File: src/hdl/conv3x3_edge_clamp_filter_top_assert.svh
// ----------------------------------------------------------------------------
// conv3x3_edge_clamp_filter_top_assert.svh
// Assertion macros for the 3x3 convolution filter.
// ----------------------------------------------------------------------------
`ifndef CONV3X3_EDGE_CLAMP_FILTER_TOP_ASSERT_SVH
`define CONV3X3_EDGE_CLAMP_FILTER_TOP_ASSERT_SVH

// same-cycle implication
`define CFC_ASSERT_SAME(label, ante, cons) \
  label: assert property (@(posedge clk) disable iff (rst) (ante) |-> (cons)) \
    else $error("cfc assertion failed");

// next-cycle implication
`define CFC_ASSERT_NEXT(label, ante, cons) \
  label: assert property (@(posedge clk) disable iff (rst) (ante) |=> (cons)) \
    else $error("cfc assertion failed");

`endif

File: src/hdl/cfc_pkg.sv
// ----------------------------------------------------------------------------
// cfc_pkg
// Shared constants, register map and control types of the 3x3 filter.
// ----------------------------------------------------------------------------
`timescale 1ns / 1ps

package cfc_pkg;

  localparam int MAX_WIDTH_DEF  = 2048;
  localparam int MAX_HEIGHT_DEF = 2048;

  localparam int PIX_W   = 8;
  localparam int COORD_W = 11;
  localparam int KERN_W  = 24;
  localparam int DIV_W   = 11;
  localparam int BIAS_W  = 18;
  localparam int SIZE_W  = 12;
  localparam int ACC_W   = 21;
  localparam int MAG_W   = 20;
  localparam int REM_W   = DIV_W + 1;
  localparam int CNT_W   = $clog2(MAG_W);
  localparam int PIX_MAX = 255;

  localparam int PADDR_W = 5;
  localparam int PDATA_W = 32;

  localparam logic [2:0] REG_KERNEL_TOP    = 3'd0;
  localparam logic [2:0] REG_KERNEL_MIDDLE = 3'd1;
  localparam logic [2:0] REG_KERNEL_BOTTOM = 3'd2;
  localparam logic [2:0] REG_DIVISOR       = 3'd3;
  localparam logic [2:0] REG_BIAS          = 3'd4;
  localparam logic [2:0] REG_IMAGE_WIDTH   = 3'd5;
  localparam logic [2:0] REG_IMAGE_HEIGHT  = 3'd6;

  localparam logic [KERN_W-1:0] KERNEL_TOP_RST    = 24'd0;
  localparam logic [KERN_W-1:0] KERNEL_MIDDLE_RST = 24'd256;
  localparam logic [KERN_W-1:0] KERNEL_BOTTOM_RST = 24'd0;
  localparam logic [DIV_W-1:0]  DIVISOR_RST       = 11'd1;
  localparam logic [BIAS_W-1:0] BIAS_RST          = 18'd0;
  localparam logic [SIZE_W-1:0] IMAGE_WIDTH_RST   = 12'd640;
  localparam logic [SIZE_W-1:0] IMAGE_HEIGHT_RST  = 12'd480;

  typedef struct packed {
    logic load;
    logic read;
    logic update;
    logic pick;
    logic mac;
    logic div_init;
    logic div_step;
    logic push;
  } cmd_t;

  typedef struct packed {
    logic pending;
    logic mac_last;
    logic div_last;
    logic out_free;
  } status_t;

endpackage

File: src/hdl/cfc_ctrl.sv
// ----------------------------------------------------------------------------
// cfc_ctrl
// Sequencer: pixel intake, line store update, then per output MAC and divide.
// ----------------------------------------------------------------------------
`timescale 1ns / 1ps

module cfc_ctrl (
  input  logic              clk,
  input  logic              rst,
  input  logic              in_valid,
  output logic              in_ready,
  input  cfc_pkg::status_t  status,
  output cfc_pkg::cmd_t     cmd
);

  typedef enum logic [7:0] {
    S_IDLE     = 8'b0000_0001,
    S_READ     = 8'b0000_0010,
    S_UPDATE   = 8'b0000_0100,
    S_PICK     = 8'b0000_1000,
    S_MAC      = 8'b0001_0000,
    S_DIV_INIT = 8'b0010_0000,
    S_DIV      = 8'b0100_0000,
    S_PUSH     = 8'b1000_0000
  } state_t;

  state_t state, state_next;

  always_ff @(posedge clk) begin
    if (rst) begin
      state <= S_IDLE;
    end else begin
      state <= state_next;
    end
  end

  always_comb begin
    state_next = state;
    cmd        = '0;
    in_ready   = 1'b0;
    unique case (state)
      S_IDLE: begin
        in_ready = 1'b1;
        if (in_valid) begin
          cmd.load   = 1'b1;
          state_next = S_READ;
        end
      end
      S_READ: begin
        cmd.read   = 1'b1;
        state_next = S_UPDATE;
      end
      S_UPDATE: begin
        cmd.update = 1'b1;
        state_next = S_PICK;
      end
      S_PICK: begin
        if (status.pending) begin
          cmd.pick   = 1'b1;
          state_next = S_MAC;
        end else begin
          state_next = S_IDLE;
        end
      end
      S_MAC: begin
        cmd.mac = 1'b1;
        if (status.mac_last) begin
          state_next = S_DIV_INIT;
        end
      end
      S_DIV_INIT: begin
        cmd.div_init = 1'b1;
        state_next   = S_DIV;
      end
      S_DIV: begin
        cmd.div_step = 1'b1;
        if (status.div_last) begin
          state_next = S_PUSH;
        end
      end
      S_PUSH: begin
        if (status.out_free) begin
          cmd.push   = 1'b1;
          state_next = S_PICK;
        end
      end
      default: begin
        state_next = S_IDLE;
      end
    endcase
  end

endmodule

File: config.mk
export PLATFORM = sky130hd
export DESIGN_NAME = cfc_ctrl
export DESIGN_NICKNAME = d
export VERILOG_FILES = /design/src/hdl/conv3x3_edge_clamp_filter_top_assert.svh /design/src/hdl/cfc_pkg.sv /design/src/hdl/cfc_ctrl.sv
export SDC_FILE = /design/constraint.sdc
export NUM_CORES = 1
export LEC_CHECK = 0
export ABC_AREA = 1
export BUFFER_PORTS_ARGS = -buffer_cell sky130_fd_sc_hd__buf_2
export CORE_AREA = 2 2 39 41
export CTS_BUF_LIST = sky130_fd_sc_hd__clkbuf_4 sky130_fd_sc_hd__clkbuf_8
export DETAILED_ROUTE_END_ITERATION = 8
export DIE_AREA = 0 0 41 43
export GPL_ROUTABILITY_DRIVEN = 0
export PLACE_DENSITY = 0.62
export SLEW_MARGIN = 10
export SYNTH_ARGS = -nofsm -noshare
export SYNTH_HDL_FRONTEND = slang
export SYNTH_SLANG_ARGS = --single-unit
File: constraint.sdc
create_clock -name clk -period 1.6 [get_ports clk]
set_clock_uncertainty 0.2 [all_clocks]
set_input_delay 0.32 -clock clk [delete_from_list [all_inputs] [get_ports clk]]
set_output_delay 0.32 -clock clk [all_outputs]
set_load 0.02 [all_outputs]
# Yosys cells after proc, flatten, opt, wreduce, memory -nomap -nowiden
# Cells that the tools add are included.
# op_classes
eq_ne,12
mux,18
n_reduce_logical,1
# ops
cell,n
$pmux 8 s8,1
$mux 8,4
$mux 1,12
$eq 8x1->1 const B,1
$eq 8x2->1 const B,1
$eq 8x3->1 const B,1
$eq 8x4->1 const B,1
$eq 8x5->1 const B,1
$eq 8x6->1 const B,1
$eq 8x7->1 const B,1
$eq 8x8->1 const B,1
$ne 2x2->1 const B,4
$mux 5,1
$reduce_and 4->1,1
# word_totals
input_bits,7
wordCells,32
reg_bits,8

# Depth between registers and ports, before layout
# logic_depth
ltp_word,3
ltp_mapped,9
depth_no_buf,9

# Worst setup path after synthesis
# OpenSTA, ideal clock, no wires.
# synth_path
path_type,register -> output
startpoint,register state[5]
endpoint,output cmd[7] in the netlist's numbering
n_path_buf,0
slack_ns,0.090
t_arrival_ns,0.990
path_stages_with_launch,6
path_cell_list,dfxtp_1 inv_1 nand2_1 nor2_4 nand2_1 nor2_1
# synth_lines
element,line_no,rtl
start: declaration,cfc_ctrl.sv:27,"state_t state, state_next;"
start signal: assignment,cfc_ctrl.sv:33,state <= state_next;
end: declaration,cfc_ctrl.sv:13,output cfc_pkg::cmd_t cmd

==> results.sh <==
export IMPL_run_status="finished with violations"
export IMPL_violations="setup timing"
export IMPL_clk_latency_ns=0.27
export IMPL_timing_critical_path_from="state[1]$_SDFFE_PP0P_"
export IMPL_portBuffers=15
export IMPL_tritoncts="done"
export IMPL_setup_viol=10
export IMPL_pre_cts_ws_ns=0.0354
export IMPL_die_height_um=43
export IMPL_dr_total_vias=695
export IMPL_cp_start_kind="register"
export IMPL_most_common_layout_cells="21 x buf_4, 14 x nand2_1, 12 x nor2_1"
export IMPL_setup_slack_ns=-0.191
export IMPL_cts_sinks=8
export IMPL_maxCapViolCount=0
export IMPL_critPathRequiredTime_ns=1.08
export IMPL_critPathKind="reg2out"
export IMPL_stdcell_area_sq_um=918
export IMPL_drv_slew=0
export IMPL_top_regs="state x8"
export IMPL_rr_startpoint="state[7]$_SDFFE_PP0P_"
export IMPL_detail_route_drc_violations=0
export IMPL_synth_seq_cells=8
export IMPL_grt_usage_pct=22.4
export IMPL_hpwl_um=971
export IMPL_end_kind="primary output"
export IMPL_hold_buffers=0
export IMPL_dr_pass1_iters=4
export IMPL_max_stage_delay_ns=0.32
export IMPL_start_util_pct=38.1
export IMPL_cp_arrival_ns=1.27
export IMPL_netlist_area_sq_um=527
export IMPL_grt_max_degree=9
export IMPL_finalHoldViolCount=0
export IMPL_powerDensity_nw_per_um2=821
export IMPL_routed_wl_um=1790
export IMPL_post_drt_wl_per_cell_um=12.7
export IMPL_rsz0062_at_grt="yes"
export IMPL_drtIter0Drc=17
export IMPL_p_leak_nw=0.484
export IMPL_clockRootBuffer="clkbuf_4"
export IMPL_vdd_drop_max_mv=0.656
export IMPL_syn2layout_area_growth_pct=74.3
export IMPL_cp_slowest_cell="dfxtp_2"
export IMPL_h_tree_depth=1
export IMPL_ant_nets=0
export IMPL_max_freq_ghz=0.558
export IMPL_grt_pass1_wl_um=2590
export IMPL_die_w_um=41
export IMPL_seq_area_frac_synth_pct=30.4
export IMPL_diodes=0
export IMPL_vias_per_cell=4.93
export IMPL_cts_made_buffers=3
export IMPL_crit_fanout=6
export IMPL_hp_class="in2reg"
export IMPL_num_io_pins=16
export IMPL_largest_reg_flops=8
export IMPL_grt_pass1_vias=624
export IMPL_clk_pin_slew_ns=0.06
export IMPL_place_area_sq_um=648
export IMPL_syn_inst=89
export IMPL_yosysWarnings=0
export IMPL_placementRows=14
export IMPL_period_needed_ns=1.79
export IMPL_final_nets=134
export IMPL_relSlewSlack_pct=84.9
export IMPL_avgSynthCellArea_sq_um=5.92
export IMPL_dieArea_sq_um=1760
export IMPL_worstPathCellList="inv_2 -> nand2_4 -> nor2_4 -> nand2_1 -> nor2_1 -> buf_4"
export IMPL_drive_above_1_share_pct=60.0
export IMPL_worst_pin_slew_ns=0.226
export IMPL_final_common_cell="buf_4"
export IMPL_hold_start="rst"
export IMPL_syn_nets=96
export IMPL_grt_overflow=0
export IMPL_core_sq_um=1380
export IMPL_period_share_pct=112
export IMPL_synth_cell_types=16
export IMPL_max_flop_register="state"
export IMPL_ctsLongestPathBuffers=2
export IMPL_antenna_found_initial=0
## metrics by stage
| step | hold slack (ns) | util, % | instances | power (mW) | TNS, ns |
|---|---|---|---|---|---|
| after global placement | 0.313 | 46.8 | 123 | 0.446 | 0 |
| final | 0.125 | 66.4 | 141 | 0.754 | -1.45 |
| after global routing | 0.135 | 66.4 | 141 | 0.794 | -2.29 |
| after floorplan | 0.280 | - | 89 | 0.380 | 0 |
| after detailed placement | 0.322 | 46.8 | 123 | 0.445 | 0 |
| after CTS | 0.123 | 62.5 | 139 | 0.715 | -1.23 |
## cells in the mapped netlist
master,instances,area [sq um]
nand2_1,19,71.3
nor2_1,17,63.8
inv_1,15,56.3
dfxtp_1,8,160
nand3_1,6,30.0
inv_2,5,18.8
a21oi_1,3,15.0
nand2_2,3,18.8
nand4_1,3,18.8
nor2_2,2,12.5
nor2_4,2,22.5
o21ai_1,2,10.0
buf_1,1,3.75
nand3_2,1,10.0
nor3_1,1,5.00
nor3_2,1,10.0
## critical path, delay by kind of cell (launching register included)
family        cells  cell delay [ns]
buf+inv           2             0.22
simple gates      4             0.46
flops             1             0.32
## kinds of logic (layout without fill, tap and decap cells)
kind of cell	after synthesis	count (layout)	synth area share (%)
AO/OA/AOI/OAI	5	5	4.75
buffers and inverters	21	57	15.0
flip-flops	8	8	30.4
AND/OR/NAND/NOR	55	55	49.9
## layout make-up
cell class / count / area, sq um
multi-input combinational: 60 / 363
timing repair buffer: 34 / 267
tap: 16 / 20.0
inverter: 20 / 77.6
sequential: 8 / 169
clock buffer: 3 / 22.5
fill: 113 / 465
## where the power goes
part	internal, mW	switching (mW)	leakage, nW
clock	0.0866	0.0805	0.0138
sequential	0.215	0.0118	0.0684
combinational	0.169	0.192	0.402
total	0.470	0.284	0.484
## worst paths after layout
path                                               to  slack (ns)  cells past startpoint
worst max-delay path                           cmd[0]       -0.19                      6
worst min-delay path            state[3]$_SDFFE_PP0P_        0.12                      2
worst max register to register  state[0]$_SDFFE_PP1P_       -0.04                     11
worst min register to register  state[7]$_SDFFE_PP0P_        0.31                      2
## layer usage
layer | track usage, % | up-vias | wire (um)
met5 | 0 | - | 0
met4 | 18.0 | 0 | 79
met3 | 4.71 | 12 | 110
met2 | 34.7 | 36 | 924
met1 | 24.6 | 305 | 674
li1 | - | 342 | -
## repair_timing
item / in CTS / in global routing
hold endpoints to repair: 0 / 0
gates resized for setup: 38 / 11
pin swaps: 8 / 9
endpoints found under the setup margin: 9 / 12
setup buffers: 13 / 6
Power figures use the tool's default switching activity.
